===== config.mk =====
export PLATFORM = sky130hd
export DESIGN_NAME = ssi_front
export DESIGN_NICKNAME = d
export VERILOG_FILES = /design/src/ssi_pkg.sv /design/src/ssi_front.sv
export SDC_FILE = /design/constraint.sdc
export NUM_CORES = 1
export LEC_CHECK = 0
export BUFFER_PORTS_ARGS = -buffer_cell sky130_fd_sc_hd__buf_2
export CAP_MARGIN = 5
export CORE_AREA = 2 2 256 258
export DETAILED_ROUTE_END_ITERATION = 8
export DIE_AREA = 0 0 258 260
export GPL_TIMING_DRIVEN = 0
export PLACE_DENSITY = 0.43
export SYNTH_ARGS = -nofsm -noshare
export SYNTH_HDL_FRONTEND = slang
export SYNTH_SLANG_ARGS = --single-unit

===== constraint.sdc =====
create_clock -name vclk -period 12.69
set_input_delay 1.269 -clock vclk [all_inputs]
set_output_delay 1.269 -clock vclk [all_outputs]
set_load 0.005 [all_outputs]

===== src/ssi_pkg.sv =====
// Shared types and constants for the segment/sphere intersection block.
// No dependencies; every other file of the block but ssi_smul imports this package.
package ssi_pkg;

    // Field and datapath widths
    localparam int COORD_W = 32;   // Q16.16 coordinate
    localparam int DIFF_W  = 33;   // exact difference of two coordinates
    localparam int RED_W   = 29;   // difference floored to Q.12
    localparam int ACC_W   = 60;   // a, h, c accumulators
    localparam int MAG_W   = 58;   // magnitudes of a, h, c
    localparam int PROD_W  = 116;  // h*h and a*c
    localparam int Q_W     = 118;  // discriminant, padded to an even width
    localparam int ROOT_W  = 59;   // floor(sqrt(q))
    localparam int REM_W   = 62;   // square root remainder
    localparam int NUM_W   = 58;   // root numerator, 0..a
    localparam int QUO_W   = 33;   // offset along one axis
    localparam int RAD_W   = 31;   // sphere radius register
    localparam int HITS_W  = 18;   // hit count port

    // Front-to-back queue depth (power of two)
    localparam int QDEPTH  = 2;

    // Product schedule of the a/h/c pass
    localparam logic [3:0] K_H   = 4'd3;
    localparam logic [3:0] K_C   = 4'd6;
    localparam logic [3:0] K_R   = 4'd9;
    localparam logic [3:0] K_END = 4'd10;

    // Configuration register indexes
    typedef enum logic [1:0] {
        CFG_CENTER_X = 2'd0,
        CFG_CENTER_Y = 2'd1,
        CFG_CENTER_Z = 2'd2,
        CFG_RADIUS   = 2'd3
    } t_cfg_idx;

    // One classified edge as it waits between front and back
    typedef struct packed {
        logic [2:0][COORD_W-1:0] p;    // first endpoint
        logic [2:0][DIFF_W-1:0]  d;    // end - start
        logic [2:0][RED_W-1:0]   dr;   // floor(d / 16)
        logic [2:0][RED_W-1:0]   fr;   // floor((start - center) / 16)
        logic                    first;
        logic                    zero; // floored length vanishes
    } t_edge;

endpackage


===== src/ssi_front.sv =====
// Front end: forms edge direction and center offset and flags edges whose floored length vanishes.
// Depends on ssi_pkg.
module ssi_front (
    input  logic signed [31:0] i_start_x,
    input  logic signed [31:0] i_start_y,
    input  logic signed [31:0] i_start_z,
    input  logic signed [31:0] i_end_x,
    input  logic signed [31:0] i_end_y,
    input  logic signed [31:0] i_end_z,
    input  logic               i_first_edge,
    input  logic signed [31:0] i_center_x,
    input  logic signed [31:0] i_center_y,
    input  logic signed [31:0] i_center_z,
    output ssi_pkg::t_edge     o_edge
);
    import ssi_pkg::*;

    logic signed [2:0][COORD_W-1:0] w_s;
    logic signed [2:0][COORD_W-1:0] w_e;
    logic signed [2:0][COORD_W-1:0] w_c;
    logic [2:0][DIFF_W-1:0]         w_d;
    logic [2:0][DIFF_W-1:0]         w_f;

    assign w_s = {i_start_z, i_start_y, i_start_x};
    assign w_e = {i_end_z, i_end_y, i_end_x};
    assign w_c = {i_center_z, i_center_y, i_center_x};

    // Take exact differences, then floor to Q.12 by an arithmetic shift
    always_comb begin
        for (int i = 0; i < 3; i++) begin
            w_d[i] = DIFF_W'($signed(w_e[i])) - DIFF_W'($signed(w_s[i]));
            w_f[i] = DIFF_W'($signed(w_s[i])) - DIFF_W'($signed(w_c[i]));
            o_edge.d[i]  = w_d[i];
            o_edge.p[i]  = w_s[i];
            o_edge.dr[i] = w_d[i][DIFF_W-1:4];
            o_edge.fr[i] = w_f[i][DIFF_W-1:4];
        end
        o_edge.first = i_first_edge;
        o_edge.zero  = (w_d[0][DIFF_W-1:4] == '0) && (w_d[1][DIFF_W-1:4] == '0)
                    && (w_d[2][DIFF_W-1:4] == '0);
    end

endmodule


==> impl_metrics.json <==
{
  "nFlopsAndLatches": 0,
  "die_y_um": 260,
  "dp_hpwl_um": 51560,
  "die_area_um2": 67080,
  "coreArea_um2": 64120,
  "dr.pass1.iters": 4,
  "cts_repair_resize_count": 0,
  "synth_cell_type_count": 79,
  "dpl_cell_area_um2": 15560,
  "final_max_slew_viol_count": 0,
  "route.detailed.drc": 0,
  "dieWidth_um": 258,
  "drive_above_1_share_pct": 38.14,
  "ctsHoldBuffers": 0,
  "wirelength_um": 56590,
  "report.final.hold_viol_count": 0,
  "syn_inst": 1635,
  "yosys.area_share.simple_pct": 18.73,
  "worstPathRequired_ns": 11.42,
  "grt_max_degree": 11,
  "rsz0062_at_grt": "false",
  "grt_pass1_vias": 13760,
  "endpoint_kind": "primary output",
  "rows": 93,
  "syn2layout_area_growth_pct": 39.15,
  "grt_overflow_total": 0,
  "worstHoldPathType": "input port to primary output",
  "boundaryPins": 660,
  "fin_crit_ns": 7.521,
  "status": "finished, final reports clean",
  "cp_data_arrival_time_ns": 6.25,
  "worstMarginPinSlew_ns": 1.331,
  "synth-xor-area-share_pct": 10.95,
  "critPathMaxFanout": 4,
  "yosysSeqAreaShare_pct": 0,
  "grt_first_pass_wirelength_um": 82000,
  "tns_ns": 0,
  "nClkBuffers": 0,
  "drt_iter0_drc": 640,
  "nets": 2777,
  "seqCellArea_um2": 0,
  "max_freq_mhz": 133.0,
  "syn_nets": 2116,
  "setup_viol": 0,
  "grt_antenna_before_repair": 17,
  "maxCapViolations": 0,
  "synth_top_family_by_area": "compound AO/OA/AOI/OAI gates",
  "syn_area_um2": 11190,
  "worstSetupPathType": "input port to primary output",
  "grt.total_usage_pct": 15.75,
  "fin_area_um2": 15570,
  "syn_area_per_cell_um2": 6.844,
  "synth_compound_area_share_pct": 27.23,
  "start_util_pct": 17.45,
  "vias": 13740,
  "numPortBuffers": 659,
  "synthAdderAreaFrac_pct": 21.67,
  "worstSetupStartpointType": "input port",
  "postCtsSetupRepairBufs": 0,
  "routedWlPerCell_um": 17.94,
  "synthMuxAreaShare_pct": 0.4696,
  "antenna_left": 0,
  "viasPerCell": 4.355,
  "ys_warn_count": 0,
  "maxSlewHeadroom_pct": 10.76,
  "period_share_pct": 59.27,
  "gp_congestion": 0.9029
}
-- kinds of logic (layout without fill, tap and decap cells) --
| logic type | count (synthesis) | count (layout) |
|---|---|---|
| muxes | 5 | 5 |
| xor gates and xnor gates | 139 | 139 |
| other | 0 | 5 |
| AOI/OAI and AO/OA | 453 | 453 |
| adders and majority gates | 192 | 192 |
| buffers and inverters | 437 | 1096 |
| and+or+nand+nor | 409 | 409 |
-- metal layers --
metal  vias up  wire length (µm)  share of wire (%)  GRT usage [%]
met3        61              3230                5.7          2.641
met5         -                69               0.12              0
met4        12              1357                2.4          3.388
met2       435             28730                 51          29.78
met1      6358             23200                 41          18.43
li1       6870                 -                  -              -
-- placed cells by master, fill, tap and decap left out, drive strengths merged, types with 6 or more instances in the layout --
master,instances
buf,848
inv,229
ha,189
a21oi,128
nor2,103
xnor2,96
nand2,76
o21ai,68
a21o,64
xor2,43
nor3,39
o21a,38
nand3,32
nor2b,32
nand2b,25
clkbuf,19
and2,18
or3,17
a211oi,17
and3,15
a31oi,15
nor4,12
o31ai,11
a21boi,11
o21bai,11
o211ai,10
o31a,9
nand4,8
or4,8
a2111oi,6
and4,6
a41oi,6
a211o,6
o2111ai,6
-- critical path, cell delays in order --
cell,delay (ns)
buf_2,0.11
inv_1,0.05
ha_1,0.34
nor2b_1,0.18
o31ai_1,0.56
a21oi_1,0.16
a2111oi_0,1.08
o31ai_1,0.47
a21oi_1,0.35
xnor2_1,0.37
or4_1,0.67
nor4b_2,0.29
and4b_1,0.21
buf_2,0.12
-- stage by stage --
step                worst slack [ns]  util, %  cells  hold slack [ns]
floorplan                      6.532        -   1635            2.619
CTS                            5.195    24.26   3149            2.707
detailed placement             5.205    24.26   3149            2.707
finish                         5.169    24.28   3154            2.705
global placement               5.175    24.26   3149            2.708
global route                   5.016    24.28   3152            2.718
-- layout make-up --
class	count	area, µm²
timing repair buffer	659	3298
fill	7360	48550
tap	855	1070
multi-input combinational	1198	8845
buffer	208	1485
antenna	5	12.51
inverter	229	859.6
-- synth_stat cells, types with 5 or more instances --
cell type,count,share of area [%]
a2111oi_0,6,0.47
a211o_1,6,0.47
a211oi_1,15,1.0
a21boi_0,11,0.74
a21o_1,64,4.3
a21oi_1,126,5.6
a311o_1,5,0.45
a31oi_1,15,0.84
a41oi_1,6,0.47
and2_1,18,1.0
and3_1,15,0.84
and4_1,6,0.47
buf_4,186,12
clkbuf_1,17,0.57
ha_1,189,21
inv_1,229,7.7
nand2_1,76,2.5
nand2b_1,25,1.4
nand3_1,32,1.4
nand4_1,8,0.45
nor2_1,103,3.5
nor2b_1,32,1.8
nor3_1,39,1.7
nor4_1,12,0.67
o2111ai_1,6,0.47
o211ai_1,10,0.67
o21a_1,37,2.5
o21ai_0,63,2.8
o21ai_1,5,0.22
o21bai_1,10,0.67
o31a_1,8,0.63
o31ai_1,11,0.74
or3_1,15,0.84
or4_1,8,0.54
xnor2_1,96,7.5
xor2_1,42,3.3
-- worst paths after layout --
| check | end | cells after the start | startpoint | slack [ns] |
|---|---|---|---|---|
| setup / recovery | o_edge[0] | 14 | i_start_y[2] | 5.17 |
| hold / removal | o_edge[1] | 2 | i_first_edge | 2.70 |
