### src/ssi_pkg.sv
// Shared types and constants for the segment/sphere intersection block.
// No dependencies; every other file of the block but ssi_smul imports this package.
package ssi_pkg;

    // Field and datapath widths
    localparam int COORD_W = 32;   // Q16.16 coordinate
    localparam int DIFF_W  = 33;   // exact difference of two coordinates
    localparam int RED_W   = 29;   // difference floored to Q.12
    localparam int ACC_W   = 60;   // a, h, c accumulators
    localparam int MAG_W   = 58;   // magnitudes of a, h, c
    localparam int PROD_W  = 116;  // h*h and a*c
    localparam int Q_W     = 118;  // discriminant, padded to an even width
    localparam int ROOT_W  = 59;   // floor(sqrt(q))
    localparam int REM_W   = 62;   // square root remainder
    localparam int NUM_W   = 58;   // root numerator, 0..a
    localparam int QUO_W   = 33;   // offset along one axis
    localparam int RAD_W   = 31;   // sphere radius register
    localparam int HITS_W  = 18;   // hit count port

    // Front-to-back queue depth (power of two)
    localparam int QDEPTH  = 2;

    // Product schedule of the a/h/c pass
    localparam logic [3:0] K_H   = 4'd3;
    localparam logic [3:0] K_C   = 4'd6;
    localparam logic [3:0] K_R   = 4'd9;
    localparam logic [3:0] K_END = 4'd10;

    // Configuration register indexes
    typedef enum logic [1:0] {
        CFG_CENTER_X = 2'd0,
        CFG_CENTER_Y = 2'd1,
        CFG_CENTER_Z = 2'd2,
        CFG_RADIUS   = 2'd3
    } t_cfg_idx;

    // One classified edge as it waits between front and back
    typedef struct packed {
        logic [2:0][COORD_W-1:0] p;    // first endpoint
        logic [2:0][DIFF_W-1:0]  d;    // end - start
        logic [2:0][RED_W-1:0]   dr;   // floor(d / 16)
        logic [2:0][RED_W-1:0]   fr;   // floor((start - center) / 16)
        logic                    first;
        logic                    zero; // floored length vanishes
    } t_edge;

endpackage

### src/ssi_queue.sv
// Short register queue between front and back end.
// Depends on ssi_pkg (t_edge, QDEPTH).
module ssi_queue (
    input  logic           i_clk,
    input  logic           i_rst_n,
    input  logic           i_push,
    input  ssi_pkg::t_edge i_data,
    output logic           o_full,
    input  logic           i_pop,
    output logic           o_valid,
    output ssi_pkg::t_edge o_data
);
    import ssi_pkg::*;

    localparam int PTR_W = (QDEPTH > 1) ? $clog2(QDEPTH) : 1;
    localparam int CNT_W = $clog2(QDEPTH + 1);

    t_edge              r_mem [QDEPTH];
    logic [PTR_W-1:0]   r_wptr;
    logic [PTR_W-1:0]   r_rptr;
    logic [CNT_W-1:0]   r_count;
    logic               w_wr;
    logic               w_rd;

    assign o_full  = (r_count == CNT_W'(QDEPTH));
    assign o_valid = (r_count != '0);
    assign o_data  = r_mem[r_rptr];
    assign w_wr    = i_push && !o_full;
    assign w_rd    = i_pop && o_valid;

    // Store the request
    always_ff @(posedge i_clk) begin
        if (w_wr) begin
            r_mem[r_wptr] <= i_data;
        end
    end

    // Advance pointers and fill level
    always_ff @(posedge i_clk) begin
        if (!i_rst_n) begin
            r_wptr  <= '0;
            r_rptr  <= '0;
            r_count <= '0;
        end else begin
            if (w_wr) begin
                r_wptr <= r_wptr + 1'b1;
            end
            if (w_rd) begin
                r_rptr <= r_rptr + 1'b1;
            end
            if (w_wr && !w_rd) begin
                r_count <= r_count + 1'b1;
            end else if (w_rd && !w_wr) begin
                r_count <= r_count - 1'b1;
            end
        end
    end

endmodule

### config.mk
export PLATFORM = sky130hd
export DESIGN_NAME = ssi_queue
export DESIGN_NICKNAME = d
export VERILOG_FILES = /design/src/ssi_pkg.sv /design/src/ssi_queue.sv
export SDC_FILE = /design/constraint.sdc
export NUM_CORES = 1
export LEC_CHECK = 0
export BUFFER_PORTS_ARGS = -buffer_cell sky130_fd_sc_hd__buf_2
export CAP_MARGIN = 20
export CORE_AREA = 3 3 292 294
export CTS_BUF_LIST = sky130_fd_sc_hd__clkbuf_4 sky130_fd_sc_hd__clkbuf_8
export DETAILED_ROUTE_END_ITERATION = 8
export DIE_AREA = 0 0 295 297
export PLACE_DENSITY = 0.53
export SLEW_MARGIN = 25
export SYNTH_ARGS = -nofsm -noshare
export SYNTH_HDL_FRONTEND = slang
export SYNTH_SLANG_ARGS = --single-unit
### constraint.sdc
create_clock -name i_clk -period 44 [get_ports i_clk]
set_clock_uncertainty 0.1 [all_clocks]
set_input_delay 11 -clock i_clk [delete_from_list [all_inputs] [get_ports i_clk]]
set_output_delay 11 -clock i_clk [all_outputs]
set_load 0.01 [all_outputs]
==> results of run 1 <==
cell families (layout without fill, tap and decap cells):
kind of cell	after synthesis	after routing
fa+ha+maj	1	1
xor+xnor	3	3
flops	747	747
buf+inv	43	983
other cells	0	16
compound gates	5	5
simple gates	9	9
mux	371	371
layer usage:
metal | routed length [um] | GRT usage [%] | vias up
met5 | 111 | 0 | -
met4 | 1820 | 6.02 | 18
met3 | 5910 | 6.15 | 138
met2 | 36300 | 27.1 | 526
met1 | 23400 | 14.9 | 7134
li1 | - | - | 6468
worst max-delay path, stage by stage, from the launching register on:
cell	delay, ns
dfxtp_4	0.97
buf_6	0.68
buf_4	0.81
mux2_2	0.41
buf_2	0.14
placed cells by master (no fill, tap or decap), types with 7 or more instances in the layout:
master    count
diode_2      16
mux2_4      190
clkbuf_8    133
clkbuf_4     44
buf_4         8
mux2_2      181
clkinv_2      7
buf_2       747
clkinv_1     22
edfxtp_1    742
where the power goes:
part	switching (uW)	internal, uW	total, uW	leakage (uW)
registers	28.5	896	924	0.00697
clock network	275	331	606	0.00131
logic	279	246	525	0.00510
total	583	1470	2060	0.0134
layout make-up:
class | instances | area [um^2] | area share (%)
well taps | 1080 | 1350 | 3.84
inverters | 2 | 7.51 | 0.0213
clock inverters | 43 | 314 | 0.893
repair buffers | 761 | 3880 | 11.0
diodes | 16 | 40.0 | 0.114
multi-input cells | 389 | 5020 | 14.3
flip-flops and latches | 747 | 22400 | 63.7
clock buffers | 177 | 2160 | 6.14
sequential cells by signal, summed over array words and instances, names as in the netlist, named ones only:
register,cells
r_count,2
r_wptr,1
r_rptr,1
r_mem,742
path summary, 6_finish.rpt:
kind	from	to	slack (ns)
worst max-delay path	register	o_data[348]	28.98
worst min-delay path	r_count[1]$_SDFFE_PN0P_	r_count[1]$_SDFFE_PN0P_	0.45
worst max register to register	r_count[0]$_SDFFE_PN0P_	r_mem[1][287]$_DFFE_PP_	39.49
worst min register to register	r_count[1]$_SDFFE_PN0P_	r_count[1]$_SDFFE_PN0P_	0.45
per-stage QoR:
step / utilization [%] / cell area, um^2 / std cells
after global routing: 42.3 / 35200 / 3210
after detailed placement: 39.2 / 32600 / 2979
after CTS: 42.2 / 35100 / 3199
after floorplan: - / 27700 / 1179
final: 42.3 / 35200 / 3215
after global placement: 39.2 / 32600 / 2979
==> impl_metrics.json, run 1 <==
{
  "clk_pin_slew_ns": 0.06,
  "antenna_found_initial": 25,
  "tns_ns": 0,
  "syn_area_mm2": 0.0277,
  "hold_ws_ns": 0.452,
  "die_x_um": 295,
  "place_ws_ns": 28.95,
  "fin_crit_ns": 15.02,
  "p_per_area_mw_per_mm2": 58.4,
  "avgViaCountPerCell": 4.44,
  "slew_violations": 0,
  "finalHoldViolCount": 0,
  "cts.htree.levels": 4,
  "clockBufferDepth": 3,
  "cts_tree": "done",
  "cts_root_buf": "clkbuf_8",
  "synth-seq-cells": 747,
  "slew-limit-headroom_pct": 27.2,
  "grt-ovfl-total": 0,
  "ys_seq_area_share_pct": 80.7,
  "p_leak_uw": 0.0134,
  "clock.fmax_ghz": 0.0666,
  "syn-num-nets": 1555,
  "core-area_mm2": 0.0832,
  "total_power_uw": 2060,
  "grt_max_degree": 152,
  "grt_pass1_wl_mm": 96.5,
  "drtPass1Iterations": 4,
  "area_growth_pct": 26.8,
  "ioPinCount": 748,
  "status": "finished, final reports clean",
  "clk_latency_ns": 0.72,
  "required_ns": 32.90,
  "drtAntennaViolNets": 0,
  "rsz0062_at_grt": "no",
  "dieArea_mm2": 0.0876,
  "synth_mux_area_share_pct": 17.6,
  "nFillCells": 7473,
  "ys.warnings.count": 0,
  "synthTopCellsByArea": "edfxtp_1 80%, mux2_4 10%, mux2_2 7.3%, buf_6 0.85%, dfxtp_1 0.36%",
  "gp_congestion": 0.779,
  "synthCells": 1179,
  "yosysMostFrequentCell": "edfxtp_1",
  "start_kind": "register",
  "grt_usage_pct": 14.9,
  "end_kind": "primary output",
  "chipHeight_um": 297,
  "netlist.area_leader.share_pct": 80.3,
  "synthAdderAreaFrac_pct": 0.0451,
  "cts_sinks": 747,
  "path_class": "register to primary output",
  "cp_max_fo": 73,
  "ir_drop_mv": 0.0470,
  "syn_avg_cell_area_um2": 23.5,
  "synth_xor_area_share_pct": 0.0947,
  "start_util_pct": 33.4,
  "wl_per_cell_um": 21.0,
  "hold_buffers": 0,
  "cts_made_buffers": 131,
  "grt_pass1_vias": 15300,
  "layout-drive-gt1-share_pct": 63.0,
  "hold_depth": 2,
  "rows": 106,
  "max_cap_viol_count": 0,
  "place_hpwl_mm": 46.4,
  "worst-r2r-cell-count": 5,
  "worstMarginPinSlew_ns": 1.09,
  "final.setup.worst_slack_ns": 28.98,
  "ys_top_cells_by_count": "742 x edfxtp_1, 190 x mux2_4, 181 x mux2_2",
  "period_share_pct": 34.1,
  "routed_wl_mm": 67.5,
  "worst_ep_arrival_time_ns": 3.92,
  "synth_top_family_by_area": "multiplexers",
  "drtIter0Drc": 750,
  "synth_edf_count": 742,
  "cts_setup_buffers": 0,
  "hold_class": "register to register",
  "synth-simple-area-share_pct": 0.189,
  "nets": 2408,
  "vias": 14300,
  "ys.flop_type": "edfxtp_1",
  "yosysTopAreaCell": "edfxtp_1",
  "setup_viol": 0,
  "synth_compound_area_share_pct": 0.117,
  "synth_async_sr_flop_share_pct": 0,
  "ys_types": 21,
  "drc": 0,
  "numPortBuffers": 747,
  "cts_resized": 0
}
Power figures use the tool's default switching activity.
==> run 2: changes to the inputs <==
- clock period: 44 -> 15.2 ns (I/O delays scaled with it)
==> impl_metrics.json, run 2 (same netlist as run 1, synthesis figures left out) <==
{
  "dieArea_mm2": 0.0876,
  "hold_depth": 2,
  "vias": 14100,
  "required_ns": 11.30,
  "clk_pin_slew_ns": 0.06,
  "chipHeight_um": 297,
  "max_cap_viol_count": 0,
  "cts_tree": "done",
  "hold_class": "register to register",
  "grt_max_degree": 158,
  "final_core_util_pct": 42.1,
  "cts_made_buffers": 121,
  "cts_root_buf": "clkbuf_8",
  "start_util_pct": 33.4,
  "drtIter0Drc": 784,
  "grt_usage_pct": 14.4,
  "cts_sinks": 747,
  "status": "finished, final reports clean",
  "die_x_um": 295,
  "final_cells": 3203,
  "worstMarginPinSlew_ns": 1.08,
  "slew_violations": 0,
  "grt_pass1_vias": 15200,
  "drtAntennaViolNets": 0,
  "hold_buffers": 0,
  "cts_setup_buffers": 0,
  "cts_resized": 0,
  "reg.largest.list": "r_mem: 742 flops, r_count: 2 flops",
  "rsz0062_at_grt": "no",
  "drc": 0,
  "antenna_found_initial": 24,
  "placed_area_mm2": 0.0326,
  "core-area_mm2": 0.0832,
  "path_class": "register to primary output",
  "layout_commonest_cell": "buf_2",
  "grt-ovfl-total": 0,
  "wl_per_cell_um": 20.7,
  "start_kind": "register",
  "avgViaCountPerCell": 4.41,
  "largest_register": "r_mem",
  "fin_crit_ns": 7.88,
  "worst-r2r-cell-count": 5,
  "setup_viol": 0,
  "crit_chain": "buf_12, buf_16, buf_4, mux2_2, buf_2",
  "final_cell_mix": "747 x buf_2, 742 x edfxtp_1, 190 x mux2_4",
  "critical_path.max_stage_delay_ns": 0.83,
  "largest_reg_flops": 742,
  "clk_latency_ns": 0.71,
  "clock.fmax_ghz": 0.127,
  "critical_path.slowest_cell": "buf_4",
  "ioPinCount": 748,
  "drtPass1Iterations": 4,
  "area_growth_pct": 26.3,
  "p_leak_uw": 0.0133,
  "layout-drive-gt1-share_pct": 62.3,
  "placedCellCount": 2973,
  "slew-limit-headroom_pct": 27.8,
  "grt_pass1_wl_mm": 94.5,
  "finalHoldViolCount": 0,
  "tns_ns": 0,
  "cts.htree.levels": 3,
  "p_per_area_mw_per_mm2": 167,
  "end_kind": "primary output",
  "worst_ep_arrival_time_ns": 3.98,
  "numPortBuffers": 747,
  "gp_congestion": 0.777,
  "cp_max_fo": 91,
  "ir_drop_mv": 0.104,
  "rows": 106,
  "final_cell_area_mm2": 0.0350,
  "period_share_pct": 51.8,
  "routed_wl_mm": 66.2,
  "clockBufferDepth": 3,
  "nets": 2394,
  "place_hpwl_mm": 45.1
}
## run 2: layer usage
| layer | part of all wire, % | vias up | global-route usage, % |
|---|---|---|---|
| met1 | 34 | 7024 | 14.4 |
| met4 | 2.2 | 20 | 5.48 |
| met3 | 9.1 | 99 | 5.72 |
| met2 | 54 | 534 | 26.5 |
| met5 | 0.21 | - | 0 |
| li1 | - | 6457 | - |
## run 2: where the power goes
part	internal (uW)	total [uW]	switching [uW]
Clock	889	1640	752
Combinational	715	1520	806
Sequential	2590	2670	77.7
Total	4200	5830	1640
## run 2: worst max-delay path: cells and delay by family (launching register included)
kind	cells	cell delay (ns)
buffers and inverters	4	1.83
flip-flops	1	0.82
multiplexers	1	0.42
## run 2: through the flow
| stage | total power (uW) | worst slack [ns] | hold slack (ns) |
|---|---|---|---|
| 2_1_floorplan | 3770 | 1.97 | 0.383 |
| 3_3_place_gp | 4250 | 8.13 | 0.400 |
| 3_5_place_dp | 4260 | 8.07 | 0.467 |
| 4_1_cts | 5940 | 7.24 | 0.479 |
| 5_1_grt | 6120 | 7.04 | 0.519 |
| 6_report | 5830 | 7.32 | 0.478 |
## run 2: area by class of cell
cell class / instances / area (um^2)
Tap cell: 1080 / 1350
Antenna cell: 12 / 30.0
Clock buffer: 168 / 2020
Fill cell: 7529 / 48100
Multi-Input combinational cell: 389 / 5030
Inverter: 2 / 7.51
Clock inverter: 48 / 275
Sequential cell: 747 / 22400
Timing Repair Buffer: 757 / 3920
## run 2: worst paths after layout
kind | slack, ns | endpoint | startpoint
min | 0.48 | r_count[1]$_SDFFE_PN0P_ | r_count[1]$_SDFFE_PN0P_
min reg2reg | 0.48 | r_count[1]$_SDFFE_PN0P_ | r_count[1]$_SDFFE_PN0P_
max | 7.32 | o_data[370] | register
max reg2reg | 12.20 | r_mem[0][333]$_DFFE_PP_ | r_count[0]$_SDFFE_PN0P_
